### src/rtl/gfalu_pkg.sv
package gfalu_pkg;

   localparam int OP_W    = 8;
   localparam int POLY_W  = OP_W + 1;
   localparam int VAL_W   = 2 * OP_W - 1;
   localparam int REM_W   = OP_W;
   localparam int CMD_W   = 3;
   localparam int CHAIN_W = VAL_W;
   localparam int CNT_W   = $clog2(CHAIN_W);

   localparam logic [POLY_W-1:0] POLY_RESET = POLY_W'(283);

   typedef enum logic [CMD_W-1:0] {
      CMD_ADD    = 3'd0,
      CMD_MUL    = 3'd1,
      CMD_INV    = 3'd2,
      CMD_DIVIDE = 3'd3,
      CMD_CLMUL  = 3'd4
   } cmd_type;

   typedef enum logic [1:0] {
      ST_IDLE,
      ST_DIV,
      ST_MUL,
      ST_DONE
   } state_type;

   typedef struct packed {
      logic load;
      logic step;
      logic xor_en;
   } cell_ctrl_type;

   // degree of a polynomial, zero for the zero polynomial
   function automatic logic [CNT_W-1:0] deg_of(input logic [CHAIN_W-1:0] p);
      logic [CNT_W-1:0] d;
      d = '0;
      for (int i = 1; i < CHAIN_W; i++) begin
         if (p[i]) d = CNT_W'(i);
      end
      return d;
   endfunction

endpackage

### src/rtl/gfalu_cell.sv
module gfalu_cell (
   input  logic                     clock,
   input  gfalu_pkg::cell_ctrl_type ctrl,
   input  logic                     n_load,
   input  logic                     ds_load,
   input  logic                     ds_left,
   output logic                     n_q,
   output logic                     ds_q
);
   import gfalu_pkg::*;

   logic n_ff;
   logic ds_ff;

   // one coefficient of the working polynomial and of the shifted operand
   always_ff @(posedge clock) begin
      if (ctrl.load) begin
         n_ff  <= n_load;
         ds_ff <= ds_load;
      end else if (ctrl.step) begin
         ds_ff <= ds_left;
         if (ctrl.xor_en) n_ff <= n_ff ^ ds_ff;
      end
   end

   assign n_q  = n_ff;
   assign ds_q = ds_ff;

endmodule

### src/rtl/gf2_polynomial_field_alu.sv
// Binary polynomial / GF(2^8) arithmetic unit. Commands: field add, field multiply,
// field inverse (extended Euclid), polynomial divide and raw carry-less multiply; the
// reduction polynomial is set through the csr port (reset x^8+x^4+x^3+x+1) and may
// only be written while the unit is idle. All work runs on one row of 15 bit cells
// that shift an aligned operand right by one place per cycle and xor it in where a
// leading or multiplier bit says so. A divide pass steps through the quotient bits
// and a multiply pass through the multiplier bits, each with a closing step, and
// each result then goes through the result register to the output register. Field
// add and divide use one divide pass, carry-less multiply one multiply pass, field
// multiply a multiply then a divide pass, an inverse a divide and multiply pass per
// Euclid round. One item is in work at a time; a finished beat waits in the output
// register while the next item is taken. Errors (zero polynomial, divide by zero,
// no inverse, unused command) give error set with value and remainder zero.
module gf2_polynomial_field_alu (
   input  logic                          clock,
   input  logic                          reset,
   input  logic                          csr_write_enable,
   input  logic [gfalu_pkg::POLY_W-1:0]  csr_write_data,
   input  logic                          req_valid,
   output logic                          req_ready,
   input  logic [gfalu_pkg::CMD_W-1:0]   req_cmd,
   input  logic [gfalu_pkg::OP_W-1:0]    req_operand_a,
   input  logic [gfalu_pkg::OP_W-1:0]    req_operand_b,
   output logic                          rsp_valid,
   input  logic                          rsp_ready,
   output logic [gfalu_pkg::VAL_W-1:0]   rsp_value,
   output logic [gfalu_pkg::REM_W-1:0]   rsp_remainder,
   output logic                          rsp_error
);
   import gfalu_pkg::*;

   state_type state_ff, state_in;
   cmd_type   op_ff, op_in;
   logic [POLY_W-1:0]  poly_ff;
   logic [CNT_W-1:0]   cnt_ff, cnt_in, lo_ff, lo_in, dq_ff, dq_in;
   logic               over_ff, over_in;
   logic [CHAIN_W-1:0] q_ff, q_in;
   logic [POLY_W-1:0]  rp_ff, rp_in, rc_ff, rc_in, tp_ff, tp_in, tc_ff, tc_in;
   logic [VAL_W-1:0]   res_val_ff, res_val_in;
   logic [REM_W-1:0]   res_rem_ff, res_rem_in;
   logic               res_err_ff, res_err_in;
   logic               rsp_valid_ff;
   logic [VAL_W-1:0]   rsp_val_ff;
   logic [REM_W-1:0]   rsp_rem_ff;
   logic               rsp_err_ff;

   cell_ctrl_type      ctrl;
   logic [CHAIN_W-1:0] ld_n, ld_ds, chain_n, chain_ds;

   logic [CHAIN_W-1:0] dsrc_n, dsrc_d, div_ds, ab_ds, inv_ds;
   logic [CNT_W-1:0]   deg_n, deg_d, div_sh;
   logic               div_fits;
   logic [POLY_W-1:0]  a_ext, inv_big, inv_small;
   logic               acc_err, acc_mul;
   logic               div_run, out_free;

   // ---------------- cell row ----------------
   for (genvar i = 0; i < CHAIN_W; i++) begin : g_cell
      logic left;
      if (i == CHAIN_W - 1) begin : g_top
         assign left = 1'b0;
      end else begin : g_mid
         assign left = chain_ds[i+1];
      end
      gfalu_cell u_cell (
         .clock   (clock),
         .ctrl    (ctrl),
         .n_load  (ld_n[i]),
         .ds_load (ld_ds[i]),
         .ds_left (left),
         .n_q     (chain_n[i]),
         .ds_q    (chain_ds[i])
      );
   end

   // ---------------- operand selection ----------------
   assign a_ext     = POLY_W'(req_operand_a);
   assign inv_big   = (a_ext > poly_ff) ? a_ext : poly_ff;
   assign inv_small = (a_ext > poly_ff) ? poly_ff : a_ext;

   always_comb begin
      dsrc_n = CHAIN_W'(req_operand_a);
      dsrc_d = CHAIN_W'(poly_ff);
      if (state_ff == ST_IDLE) begin
         unique case (req_cmd)
            CMD_ADD:    dsrc_n = CHAIN_W'(req_operand_a ^ req_operand_b);
            CMD_INV: begin
               dsrc_n = CHAIN_W'(inv_big);
               dsrc_d = CHAIN_W'(inv_small);
            end
            CMD_DIVIDE: dsrc_d = CHAIN_W'(req_operand_b);
            default:    dsrc_d = CHAIN_W'(poly_ff);
         endcase
      end else if (op_ff == CMD_INV) begin
         dsrc_n = CHAIN_W'(rp_ff);
         dsrc_d = CHAIN_W'(rc_ff);
      end else begin
         dsrc_n = chain_n;
      end
   end

   assign deg_n    = deg_of(dsrc_n);
   assign deg_d    = deg_of(dsrc_d);
   assign div_fits = deg_n >= deg_d;
   assign div_sh   = deg_n - deg_d;
   assign div_ds   = div_fits ? (dsrc_d << div_sh) : dsrc_d;
   assign ab_ds    = {req_operand_a, (OP_W-1)'(0)};
   assign inv_ds   = CHAIN_W'(tc_ff) << dq_ff;

   always_comb begin
      acc_err = 1'b1;
      acc_mul = 1'b0;
      unique case (req_cmd)
         CMD_ADD:    acc_err = poly_ff == '0;
         CMD_MUL: begin
            acc_err = poly_ff == '0;
            acc_mul = 1'b1;
         end
         CMD_INV:    acc_err = inv_small == '0;
         CMD_DIVIDE: acc_err = req_operand_b == '0;
         CMD_CLMUL: begin
            acc_err = 1'b0;
            acc_mul = 1'b1;
         end
         default:    acc_err = 1'b1;
      endcase
   end

   assign div_run  = !over_ff && (cnt_ff >= lo_ff);
   assign out_free = !rsp_valid_ff || rsp_ready;

   // ---------------- next state ----------------
   always_comb begin
      state_in = state_ff;
      unique case (state_ff)
         ST_IDLE: begin
            if (req_valid) begin
               priority if (acc_err) state_in = ST_DONE;
               else if (acc_mul)     state_in = ST_MUL;
               else                  state_in = ST_DIV;
            end
         end
         ST_DIV: begin
            if (!div_run) begin
               if (op_ff == CMD_INV && chain_n != '0) state_in = ST_MUL;
               else                                   state_in = ST_DONE;
            end
         end
         ST_MUL: begin
            if (over_ff) begin
               if (op_ff == CMD_CLMUL) state_in = ST_DONE;
               else                    state_in = ST_DIV;
            end
         end
         ST_DONE: begin
            if (out_free) state_in = ST_IDLE;
         end
         default: state_in = ST_IDLE;
      endcase
   end

   // ---------------- datapath control ----------------
   always_comb begin
      op_in      = op_ff;
      cnt_in     = cnt_ff;
      lo_in      = lo_ff;
      dq_in      = dq_ff;
      over_in    = over_ff;
      q_in       = q_ff;
      rp_in      = rp_ff;
      rc_in      = rc_ff;
      tp_in      = tp_ff;
      tc_in      = tc_ff;
      res_val_in = res_val_ff;
      res_rem_in = res_rem_ff;
      res_err_in = res_err_ff;
      ctrl       = '0;
      ld_n       = dsrc_n;
      ld_ds      = div_ds;
      unique case (state_ff)
         ST_IDLE: begin
            if (req_valid) begin
               op_in   = cmd_type'(req_cmd);
               over_in = 1'b0;
               rp_in   = inv_big;
               rc_in   = inv_small;
               tp_in   = '0;
               tc_in   = POLY_W'(1);
               priority if (acc_err) begin
                  res_val_in = '0;
                  res_rem_in = '0;
                  res_err_in = 1'b1;
               end else if (acc_mul) begin
                  ctrl.load = 1'b1;
                  ld_n      = '0;
                  ld_ds     = ab_ds;
                  cnt_in    = CNT_W'(OP_W - 1);
                  q_in      = CHAIN_W'(req_operand_b);
               end else begin
                  ctrl.load = 1'b1;
                  cnt_in    = deg_n;
                  lo_in     = deg_d;
                  dq_in     = div_fits ? div_sh : '0;
                  q_in      = '0;
               end
            end
         end
         ST_DIV: begin
            if (div_run) begin
               ctrl.step   = 1'b1;
               ctrl.xor_en = chain_n[cnt_ff];
               q_in        = {q_ff[CHAIN_W-2:0], chain_n[cnt_ff]};
               if (cnt_ff == lo_ff) over_in = 1'b1;
               else                 cnt_in  = cnt_ff - 1'b1;
            end else begin
               over_in    = 1'b0;
               res_val_in = chain_n;
               res_rem_in = '0;
               res_err_in = 1'b0;
               unique case (op_ff)
                  CMD_INV: begin
                     if (chain_n == '0) begin
                        if (rc_ff == POLY_W'(1)) begin
                           res_val_in = VAL_W'(tc_ff);
                        end else begin
                           res_val_in = '0;
                           res_err_in = 1'b1;
                        end
                     end else begin
                        rp_in     = rc_ff;
                        rc_in     = chain_n[POLY_W-1:0];
                        ctrl.load = 1'b1;
                        ld_n      = CHAIN_W'(tp_ff);
                        ld_ds     = inv_ds;
                        cnt_in    = dq_ff;
                     end
                  end
                  CMD_DIVIDE: begin
                     res_val_in = q_ff;
                     res_rem_in = chain_n[REM_W-1:0];
                  end
                  default: res_rem_in = '0;
               endcase
            end
         end
         ST_MUL: begin
            if (!over_ff) begin
               ctrl.step   = 1'b1;
               ctrl.xor_en = q_ff[cnt_ff];
               if (cnt_ff == '0) over_in = 1'b1;
               else              cnt_in  = cnt_ff - 1'b1;
            end else begin
               over_in = 1'b0;
               if (op_ff == CMD_CLMUL) begin
                  res_val_in = chain_n;
                  res_rem_in = '0;
                  res_err_in = 1'b0;
               end else begin
                  if (op_ff == CMD_INV) begin
                     tp_in = tc_ff;
                     tc_in = chain_n[POLY_W-1:0];
                  end
                  ctrl.load = 1'b1;
                  cnt_in    = deg_n;
                  lo_in     = deg_d;
                  dq_in     = div_fits ? div_sh : '0;
                  q_in      = '0;
               end
            end
         end
         ST_DONE: begin
         end
         default: begin
         end
      endcase
   end

   // ---------------- registers ----------------
   always_ff @(posedge clock) begin
      if (reset) begin
         state_ff     <= ST_IDLE;
         poly_ff      <= POLY_RESET;
         over_ff      <= 1'b0;
         rsp_valid_ff <= 1'b0;
      end else begin
         state_ff <= state_in;
         over_ff  <= over_in;
         if (csr_write_enable) poly_ff <= csr_write_data;
         if (state_ff == ST_DONE && out_free) rsp_valid_ff <= 1'b1;
         else if (rsp_ready)                  rsp_valid_ff <= 1'b0;
      end
   end

   always_ff @(posedge clock) begin
      op_ff      <= op_in;
      cnt_ff     <= cnt_in;
      lo_ff      <= lo_in;
      dq_ff      <= dq_in;
      q_ff       <= q_in;
      rp_ff      <= rp_in;
      rc_ff      <= rc_in;
      tp_ff      <= tp_in;
      tc_ff      <= tc_in;
      res_val_ff <= res_val_in;
      res_rem_ff <= res_rem_in;
      res_err_ff <= res_err_in;
      if (state_ff == ST_DONE && out_free) begin
         rsp_val_ff <= res_val_ff;
         rsp_rem_ff <= res_rem_ff;
         rsp_err_ff <= res_err_ff;
      end
   end

   assign req_ready     = state_ff == ST_IDLE;
   assign rsp_valid     = rsp_valid_ff;
   assign rsp_value     = rsp_val_ff;
   assign rsp_remainder = rsp_rem_ff;
   assign rsp_error     = rsp_err_ff;

`ifndef SYNTHESIS
   a_cnt_range: assert property (@(posedge clock) disable iff (reset)
      (state_ff == ST_DIV || state_ff == ST_MUL) |-> cnt_ff < CNT_W'(CHAIN_W))
      else $error("step index out of chain");

   a_err_zero: assert property (@(posedge clock) disable iff (reset)
      (rsp_valid && rsp_error) |-> (rsp_value == '0 && rsp_remainder == '0))
      else $error("error beat carries data");

   a_accept_busy: assert property (@(posedge clock) disable iff (reset)
      (req_valid && req_ready) |=> state_ff != ST_IDLE)
      else $error("accepted beat dropped");

   a_done_push: assert property (@(posedge clock) disable iff (reset)
      (state_ff == ST_DONE && out_free) |=> rsp_valid)
      else $error("result not presented");
`endif

endmodule
### config.mk
export PLATFORM = sky130hd
export DESIGN_NAME = gf2_polynomial_field_alu
export DESIGN_NICKNAME = d
export VERILOG_FILES = /design/src/rtl/gfalu_pkg.sv /design/src/rtl/gfalu_cell.sv /design/src/rtl/gf2_polynomial_field_alu.sv
export SDC_FILE = /design/constraint.sdc
export NUM_CORES = 1
export LEC_CHECK = 0
export BUFFER_PORTS_ARGS = -buffer_cell sky130_fd_sc_hd__buf_2
export CORE_AREA = 2 2 153 229
export DETAILED_ROUTE_END_ITERATION = 8
export DIE_AREA = 0 0 155 231
export PLACE_DENSITY_LB_ADDON = 0.2
export SLEW_MARGIN = 20
export SYNTH_ARGS = -nofsm -noshare
export SYNTH_HDL_FRONTEND = slang
export SYNTH_SLANG_ARGS = --single-unit
### constraint.sdc
create_clock -name clock -period 11.6 [get_ports clock]
set_input_delay 1.16 -clock clock [delete_from_list [all_inputs] [get_ports clock]]
set_output_delay 1.16 -clock clock [all_outputs]
set_load 0.01 [all_outputs]
== Word-level counts from Yosys, hierarchy flattened ==
Cells that the tools add are included.

* Bits in registers: 157
* Output and inout bits: 26
* Word-level logic and storage cells: 372

* Add/sub/neg operators: 2
* $lt $le $gt $ge: 4
* Eq/ne operators: 31
* Shift-type cells: 2
* Muxes and demuxes: 236
* Bitwise gates (word level): 16
* Reductions and logical operators: 32

{| class="wikitable"
|+ Operators by type and width
! operator !! count
|-
| $mux W15 || 27
|-
| $mux W4 || 47
|-
| $mux W9 || 20
|-
| $pmux W9 S2 || 6
|-
| $mux W1 || 103
|-
| $pmux W15 S2 || 3
|-
| $pmux W15 S3 || 2
|-
| $mux W8 || 7
|-
| $ne A2 B2 Y1 const B || 12
|-
| $pmux W8 S3 || 1
|-
| $logic_not A9 Y1 || 2
|-
| $mux W2 || 9
|-
| $ne A3 B3 Y1 const B || 6
|-
| $reduce_and A6 Y1 || 3
|-
| $pmux W4 S2 || 2
|-
| $logic_not A15 Y1 || 1
|-
| $reduce_bool A15 Y1 || 1
|-
| $shl A15 B4 Y15 || 1
|-
| $shl A9 B4 Y15 || 1
|-
| $xor A1 B1 Y1 || 15
|-
| $eq A3 B2 Y1 const B || 4
|-
| $pmux W4 S3 || 1
|-
| $reduce_and A5 Y1 || 2
|-
| $reduce_bool A2 Y1 || 5
|-
| other kinds (31) || 42
|}

== Longest topological paths before layout ==
Gate-level depths: netlist of the first run.

* Depth after elaboration: 26
* Mapped depth: 28
* Depth with buffers taken out: 23

== Hierarchy ==
A second synthesis of the first run with hierarchy kept.

* Cells, all modules: 1086
* Area total of the unflattened synthesis: 10686.5 um2

{| class="wikitable"
|+ By module, submodules not included
! module !! instances !! cells an instance !! area each (um2) !! sequential area each (um2)
|-
| gf2_polynomial_field_alu || 1 || 966 || 9072.5 || 3683.5
|-
| gfalu_cell || 15 || 8 || 107.6 || 60.1
|}

== Worst setup path before layout of the first run ==
No wires, ideal clock.

* Path type: input to register
* From: in req_operand_a[0] (netlist name)
* To: reg res_err_ff, enable pin
* Data arrival time: 5936 ps
* Data required time: 11125 ps
* Slack: 5189 ps
* Stages: 13
* Path buffers: 3
* Path through: clkbuf_1 inv_1 ha_1 inv_1 or4_4 buf_6 clkbuf_1 o21ai_0 nand3_1 o21ai_0 a311oi_1 and2_1 nor4b_1

* Longest elaborated chain between the ends: 6

{| class="wikitable"
|+ RTL lines
! element !! line !! text
|-
| from (decl) || gf2_polynomial_field_alu.sv:22 || <nowiki>input logic [gfalu_pkg::OP_W-1:0] req_operand_a,</nowiki>
|-
| $gt A8 B9 Y1 || gf2_polynomial_field_alu.sv:79 || <nowiki>assign inv_small = (a_ext > poly_ff) ? poly_ff : a_ext;</nowiki>
|-
| $mux W9 (*) || gf2_polynomial_field_alu.sv:79 ||
|-
| $logic_not A9 Y1 (*) || gf2_polynomial_field_alu.sv:119 || <nowiki>CMD_INV: acc_err = inv_small == '0;</nowiki>
|-
| $pmux W1 S4 (*) || gf2_polynomial_field_alu.sv:113 || <nowiki>unique case (req_cmd)</nowiki>
|-
| $ne A2 B1 Y1 (no source line) (*) || - ||
|-
| $reduce_and A6 Y1 (no source line) (*) || - ||
|-
| to (signal assigned) || gf2_polynomial_field_alu.sv:306 || <nowiki>res_err_ff <= res_err_in;</nowiki>
|-
| to (decl) || gf2_polynomial_field_alu.sv:41 || <nowiki>logic res_err_ff, res_err_in;</nowiki>
|}

Every way passes the cells marked *; elsewhere a longest branch is shown, timed or not.
A chain may end at the register's enable or synchronous reset.

== Worst setup path in the final report of the first run ==
* From: in req_operand_a[6] (netlist name)
* To: reg g_cell[5].u_cell.ds_ff, data pin

* Longest elaborated chain between the ends: 26
* Elaborated cells between the ends (all ways): 53
* Those cells by class: add/sub: 1; order compare: 2; shift: 1; mux: 47; bitwise: 1; reduce/logical: 1

{| class="wikitable"
|+ RTL lines
! element !! line !! text
|-
| $gt A8 B9 Y1 || gf2_polynomial_field_alu.sv:78, gf2_polynomial_field_alu.sv:79 ||
|-
| $mux W9 (on tied branches) || gf2_polynomial_field_alu.sv:78, gf2_polynomial_field_alu.sv:79 ||
|-
| $pmux W9 S2 || gf2_polynomial_field_alu.sv:85 || <nowiki>unique case (req_cmd)</nowiki>
|-
| $mux W15 || gf2_polynomial_field_alu.sv:84 || <nowiki>if (state_ff == ST_IDLE) begin</nowiki>
|-
| $mux W1 || gfalu_pkg.sv:39 || <nowiki>if (p[i]) d = CNT_W'(i);</nowiki>
|-
| $mux W4 (13 in series) || gfalu_pkg.sv:39 ||
|-
| $sub A4 B4 Y4 || gf2_polynomial_field_alu.sv:105 || <nowiki>assign div_sh = deg_n - deg_d;</nowiki>
|-
| $shl A15 B4 Y15 || gf2_polynomial_field_alu.sv:106 || <nowiki>assign div_ds = div_fits ? (dsrc_d << div_sh) : dsrc_d;</nowiki>
|-
| $mux W15 || gf2_polynomial_field_alu.sv:106 ||
|-
| $mux W15 (on tied branches) || gf2_polynomial_field_alu.sv:222, gf2_polynomial_field_alu.sv:193 ||
|-
| $mux W15 (on tied branches) || gf2_polynomial_field_alu.sv:220, gf2_polynomial_field_alu.sv:189 ||
|-
| $mux W15 (on tied branches) || gf2_polynomial_field_alu.sv:209, gf2_polynomial_field_alu.sv:182 ||
|-
| $pmux W15 S2 || gf2_polynomial_field_alu.sv:180 || <nowiki>unique case (state_ff)</nowiki>
|-
| $mux W1 (*) || gfalu_cell.sv:17 || <nowiki>if (ctrl.load) begin</nowiki>
|-
| to (signal assigned) || gfalu_cell.sv:19 || <nowiki>ds_ff <= ds_load;</nowiki>
|-
| to (signal assigned) || gfalu_cell.sv:21 || <nowiki>ds_ff <= ds_left;</nowiki>
|-
| to (decl) || gfalu_cell.sv:13 || <nowiki>logic ds_ff;</nowiki>
|}

Marked as above.

==> flow_metrics.tcl, run 1 <==
set metrics [dict create \
    worstPathArrival_ns 6.73 \
    synth-edff-count 144 \
    area_delta_synth_final_pct 13.6 \
    status "complete, no violations" \
    worstHoldStart "res_val_ff[12]" \
    overflow 0 \
    crit_path_end_kind "flip-flop" \
    nets 1093 \
    syn_area_um2 10000 \
    drt_iter0_drc 873 \
    cts_resized 0 \
    grt_max_degree 43 \
    intPower_mw 2.01 \
    rr_worst_depth 20 \
    grt_usage_pct 21.2 \
    cts_tree "yes" \
    synthDistinctLibCells 74 \
    slowest_stage "a311o_1" \
    place_congestion 0.978 \
    start_util_pct 29.5 \
    rows 83 \
    timing.hold.ws_ns 0.421 \
    clock-root-buffer "clkbuf_16" \
    finalSetupTns_ns 0 \
    crit_required_ns 11.81 \
    path_class "input port to flip-flop" \
    vias 8562 \
    synth_ff_type "edfxtp_1" \
    worstHoldPathType "flip-flop to flip-flop" \
    slew_headroom_pct 21.9 \
    clockBufferDepth 2 \
    powerDensity_nw_per_um2 334 \
    maxCapViolCount 0 \
    clockPowerShare_pct 16.0 \
    crit_start "req_operand_a[6]" \
    leakagePower_nw 4.16 \
    die-area_um2 35800 \
    crit_path_end "g_cell[5].u_cell.ds_q" \
    cp_num_cells 21 \
    async_flop_share_pct 0 \
    fmax_ghz 0.153 \
    antenna_left 0 \
    p_comb_share_pct 50.7 \
    swShare_pct 47.0 \
    post_cts_buffers 0 \
    slew_viol_final 0 \
    dieWidth_um 155 \
    ys_ff_latch 157 \
    power_frac_seq_pct 33.3 \
    grt_pass1_wl_um 55600 \
    crit_top_cell "ha_1" \
    syn_nets 1066 \
    yosysSeqAreaShare_pct 45.8 \
    critPathLaunchType "input port" \
    cts.clk_slew.worst_paths_ns 0.07 \
    hold_viol_final 0 \
    firstDrtPassIters 5 \
    syn-instance-count 1011 \
    fp.coreArea_um2 34000 \
    critPathMaxStageDelay_ns 0.55 \
    mostFrequentLayoutCell "edfxtp_1" \
    reg2reg_slack_ns 5.31 \
    drcViolationCount 0 \
    layout_common_cells "144 x edfxtp_1, 84 x nand2_1, 83 x a21oi_1" \
    finClkSkew_ns 0.0181 \
    path_cells "buf_2 > ha_1 > a211oi_1 > o32ai_1 > buf_4 > o21a_1 > mux2_2 > a21oi_1 > a21boi_0 > o211ai_1 > a21oi_1 > a211o_1 > ha_1 > inv_1 > ha_1 > nor2_1 > a311oi_1 > a311o_1 > mux2_2 > o22ai_1 > a221o_1" \
    post-dp-hpwl_um 28200 \
    rsz0062_at_grt "no" \
    switchingPower_mw 1.79 \
    cts.sinks 157 \
    yosys_warnings 0 \
    irDropWorstVdd_mv 0.143 \
    die_y_um 231 \
    io_pins 59 \
    antenna_found_initial 1 \
    finalWirelength_um 37700 \
    reg2reg_from "state_ff[0]" \
    htree_levels 4 \
    period_share_pct 56.2 \
    cts_buffers 17 \
    port_buffers 58 \
    cts_hold_buf 0 \
    worstSkewPairLatency_ns 0.47 \
    wl_per_cell_um 25.5 \
    worst_pin_slew_ns 1.16 \
    finalPower_mw 3.80 \
    drive_above_1_share_pct 15.5 \
    grt_pass1_vias 8327 \
    viasPerCell 5.80 \
    min_period_ns 6.52 \
    setup_violations 0 \
    hold_depth 0 \
    critPathTopFamily "compound AO/OA/AOI/OAI gates" \
    path_buf_inv 3 \
    rr_endpoint "g_cell[5].u_cell.ds_q" \
    synth.avg_cell_area_um2 9.90 \
    crit_fanout 16 \
]
[cells in the mapped netlist (22+ instances only)]
library cell	count	area, µm²
inv_1	36	135
nor2_1	77	289
a21oi_1	83	415
nor3_1	36	180
and2_1	38	238
mux2i_1	43	430
clkbuf_1	54	203
mux2_2	25	282
o21ai_0	66	330
edfxtp_1	144	4320
nand2_1	84	315
ha_1	22	275
[layout make-up]
class / instances / area, µm²
flip-flops and latches: 157 / 4580
inverters: 38 / 143
diodes: 1 / 2.50
well taps: 425 / 532
fillers: 3463 / 22600
repair buffers: 78 / 440
clock inverters: 14 / 190
multi-input cells: 746 / 5040
clock buffers: 18 / 429
[logic make-up (layout without fill, tap and decap cells)]
family | after synthesis | in the layout | share of synthesized area (%)
other | 0 | 1 | 0
AOI/OAI and AO/OA | 302 | 302 | 20.1
muxes | 77 | 77 | 9.06
adders and majority gates | 22 | 22 | 2.75
and+or+nand+nor | 332 | 332 | 16.8
xor gates and xnor gates | 13 | 13 | 1.14
DFF | 157 | 157 | 45.8
buffers and inverters | 108 | 148 | 4.33
[per-layer routing]
metal  GRT usage, %  up-vias  share of wire (%)
met5              0        -                  0
met2           36.7      387                 50
li1               -     3920                  -
met1           24.8     4158                 39
met4           12.8        0                6.0
met3           3.00       97                4.8
[sequential cells by signal, indices dropped and copies added, names as in the netlist, 2 cells and up]
register and count:
g_cell.u_cell.ds_q 15, g_cell.u_cell.n_q 15, q_ff 15, res_val_ff 15, rsp_value 15, poly_ff 9
rc_ff 9, rp_ff 9, tc_ff 9, tp_ff 9, res_rem_ff 8, rsp_remainder 8
cnt_ff 4, dq_ff 4, lo_ff 4, op_ff 3, state_ff 2
[power by group through the flow]
stage               clock network (mW)  logic (mW)  registers, mW
global placement                     0        1.90           1.27
CTS                              0.612        1.90           1.26
detailed placement                   0        1.89           1.27
global route                     0.633        2.09           1.29
floorplan                            0        1.40           1.09
finish                           0.606        1.93           1.27
[metrics by stage]
stage          setup WS [ns]  cell area [µm²]  std cells  utilization, %
3_3_place_gp            4.83            10700       1444            31.6
3_5_place_dp            4.72            10700       1444            31.6
4_1_cts                 5.22            11400       1476            33.4
6_report                5.08            11400       1477            33.5
5_1_grt                 4.73            11400       1476            33.5
2_1_floorplan           5.19            10000       1011               -
[worst min path at each step]
stage	slack, ns	endpoint
floorplan	0.40	rsp_error
global placement	0.40	rsp_remainder[4]
detailed placement	0.41	rsp_error
CTS	0.42	rsp_value[0]
global route	0.43	rsp_error
finish	0.42	rsp_value[12]
Note: power is estimated with default switching activity, not from simulation.
==> run 2, diff against run 1 <==
Settings changed: ABC_AREA from default to 1, CORE_AREA 2 2 153 229 to 2 2 153 230, DIE_AREA 0 0 155 231 to 0 0 155 232.
Clock period 11.6 ns to 6.3 ns, I/O delays scaled along.
==> run 2 against run 1 <==
Compared with the run above: critical path depth grew 4; area after synthesis rose by 1.1%; clock skew is 0.010 ns lower; largest cell class unchanged; highest routed layer unchanged.
==> flow_metrics.tcl, run 2 <==
set metrics [dict create \
    grtUsageMet3_pct 2.93 \
    post_cts_buffers 0 \
    synth.avg_cell_area_um2 8.14 \
    mostFrequentLayoutCell "nand2_1" \
    layout_common_cells "220 x nand2_1, 166 x inv_1, 144 x edfxtp_1" \
    met1_usage_pct 23.7 \
    cts_tree "yes" \
    worstHoldStart "csr_write_data[8]" \
    wl_per_cell_um 22.8 \
    synth-edff-count 144 \
    multi_input_area_um2 4670 \
    yosysMostFrequentCell "nand2_1" \
    clockBufferDepth 2 \
    hold_viol_final 0 \
    port_buffers 58 \
    crit_start "poly_ff[4]" \
    finalSetupTns_ns 0 \
    reg2reg_from "poly_ff[4]" \
    drt_iter0_drc 927 \
    ys_ff_latch 157 \
    timing.final.ws_setup_ns 1.22 \
    finClkSkew_ns 0.00776 \
    grt_max_degree 37 \
    viasPerCell 5.43 \
    yosysSeqAreaShare_pct 45.3 \
    htree_levels 4 \
    async_flop_share_pct 0 \
    vias 9352 \
    post_dp_cell_area_um2 10900 \
    synthDistinctLibCells 58 \
    min_period_ns 5.08 \
    worstHoldPathType "input port to flip-flop" \
    stdcell_area_um2 11400 \
    finalWirelength_um 39300 \
    cts.clk_slew.worst_paths_ns 0.06 \
    grt_pass1_vias 9009 \
    antenna_found_initial 1 \
    path_class "flip-flop to flip-flop" \
    crit_required_ns 6.50 \
    place_congestion 0.973 \
    place_ws_ns 1.05 \
    cts.sinks 157 \
    maxCapViolCount 0 \
    cts_buffers 17 \
    die-area_um2 36000 \
    fillCellCount 3593 \
    worstSkewPairLatency_ns 0.46 \
    area_delta_synth_final_pct 12.8 \
    grt_usage_pct 22.0 \
    slowest_stage "o21ai_0" \
    syn_area_um2 10100 \
    grt_pass1_wl_um 58200 \
    synthTopCellsByArea "edfxtp_1 43%, nand2_1 8.2%, o21ai_0 7.0%" \
    worst_pin_slew_ns 1.02 \
    grt.busiest_layer "met2" \
    crit_path_end_kind "flip-flop" \
    period_share_pct 80.6 \
    yosysTopAreaCell "edfxtp_1" \
    cts_resized 0 \
    nets 1339 \
    clock-root-buffer "clkbuf_16" \
    io_pins 59 \
    rows 83 \
    die_y_um 232 \
    yosys_warnings 0 \
    synth_ff_type "edfxtp_1" \
    drive_above_1_share_pct 12.1 \
    overflow 0 \
    critPathTopFamily "compound AO/OA/AOI/OAI gates" \
    crit_fanout 26 \
    fmax_ghz 0.197 \
    status "complete, no violations" \
    critPathLaunchType "flip-flop" \
    synth_top_area_share_pct 42.7 \
    drcViolationCount 0 \
    regArea_um2 4580 \
    syn-instance-count 1243 \
    critPathMaxStageDelay_ns 0.63 \
    dieWidth_um 155 \
    post-dp-hpwl_um 31100 \
    path_buf_inv 4 \
    worstPathArrival_ns 5.27 \
    start_util_pct 29.8 \
    cts_hold_buf 0 \
    grt_use_met2_pct 39.9 \
    antenna_left 0 \
    slew_headroom_pct 32.0 \
    synthTopCellsByCount "220 x nand2_1, 166 x inv_1, 144 x edfxtp_1" \
    fp.coreArea_um2 34000 \
    rsz0062_at_grt "no" \
    syn_nets 1298 \
    firstDrtPassIters 7 \
    setup_violations 0 \
    slew_viol_final 0 \
]
-- run 2: cell types whose count changed in the layout (fill, tap and decap cells not counted), moves of 29 or more --
cell     before  now
and2_1       38    0
inv_1        36  166
mux2i_1      43    5
nand2_1      84  220
nand3_1      15   78
nor3_1       35    6
o21ai_0      63  141
-- run 2: metrics by stage --
step                      utilization (%)  cells  hold slack (ns)
after CTS                            33.6   1722            0.375
after floorplan                         -   1243            0.400
after detailed placement             32.0   1690            0.405
after global routing                 33.6   1722            0.402
after global placement               32.0   1690            0.403
final                                33.6   1723            0.385
-- run 2: per-layer routing --
layer	share of wire [%]	vias up
met5	0	-
met4	7.0	0
met3	4.7	112
met2	51	383
met1	37	4452
li1	-	4405
-- run 2: area by class of cell --
class                      count  share of cell area [%]
timing repair buffer          70                    3.33
clock buffer                  18                    3.76
sequential                   157                    40.2
multi-input combinational    853                    40.9
tap                          425                    4.66
inverter                     185                    6.11
clock inverter                14                    1.04
antenna                        1                  0.0219
-- run 2: worst paths after layout --
path / endpoint / slack, ns / depth (start not counted)
hold reg to reg: rsp_remainder[7] / 0.42 / 0
setup / recovery: g_cell[7].u_cell.ds_q / 1.22 / 25
setup reg to reg: g_cell[7].u_cell.ds_q / 1.22 / 25
hold / removal: poly_ff[8] / 0.38 / 3
-- run 2: logic make-up (layout without fill, tap and decap cells) --
kind of cell	count (synthesis)	after routing	synth area share (%)
compound gates	351	351	20.6
other cells	0	1	0
flops	157	157	45.3
buf+inv	233	287	9.05
xor+xnor	19	19	1.64
fa+ha+maj	22	22	2.72
mux	5	5	0.495
simple gates	456	456	20.2
-- run 2: worst min-delay path, stage by stage --
cell and delay [ns]:
buf_2 0.07, a21oi_1 0.04, o21ai_0 0.06
Power of run 2 is left out: the tool's default activity adds up to more than one toggle a clock period on the data nets, which glitch-free logic cannot reach.
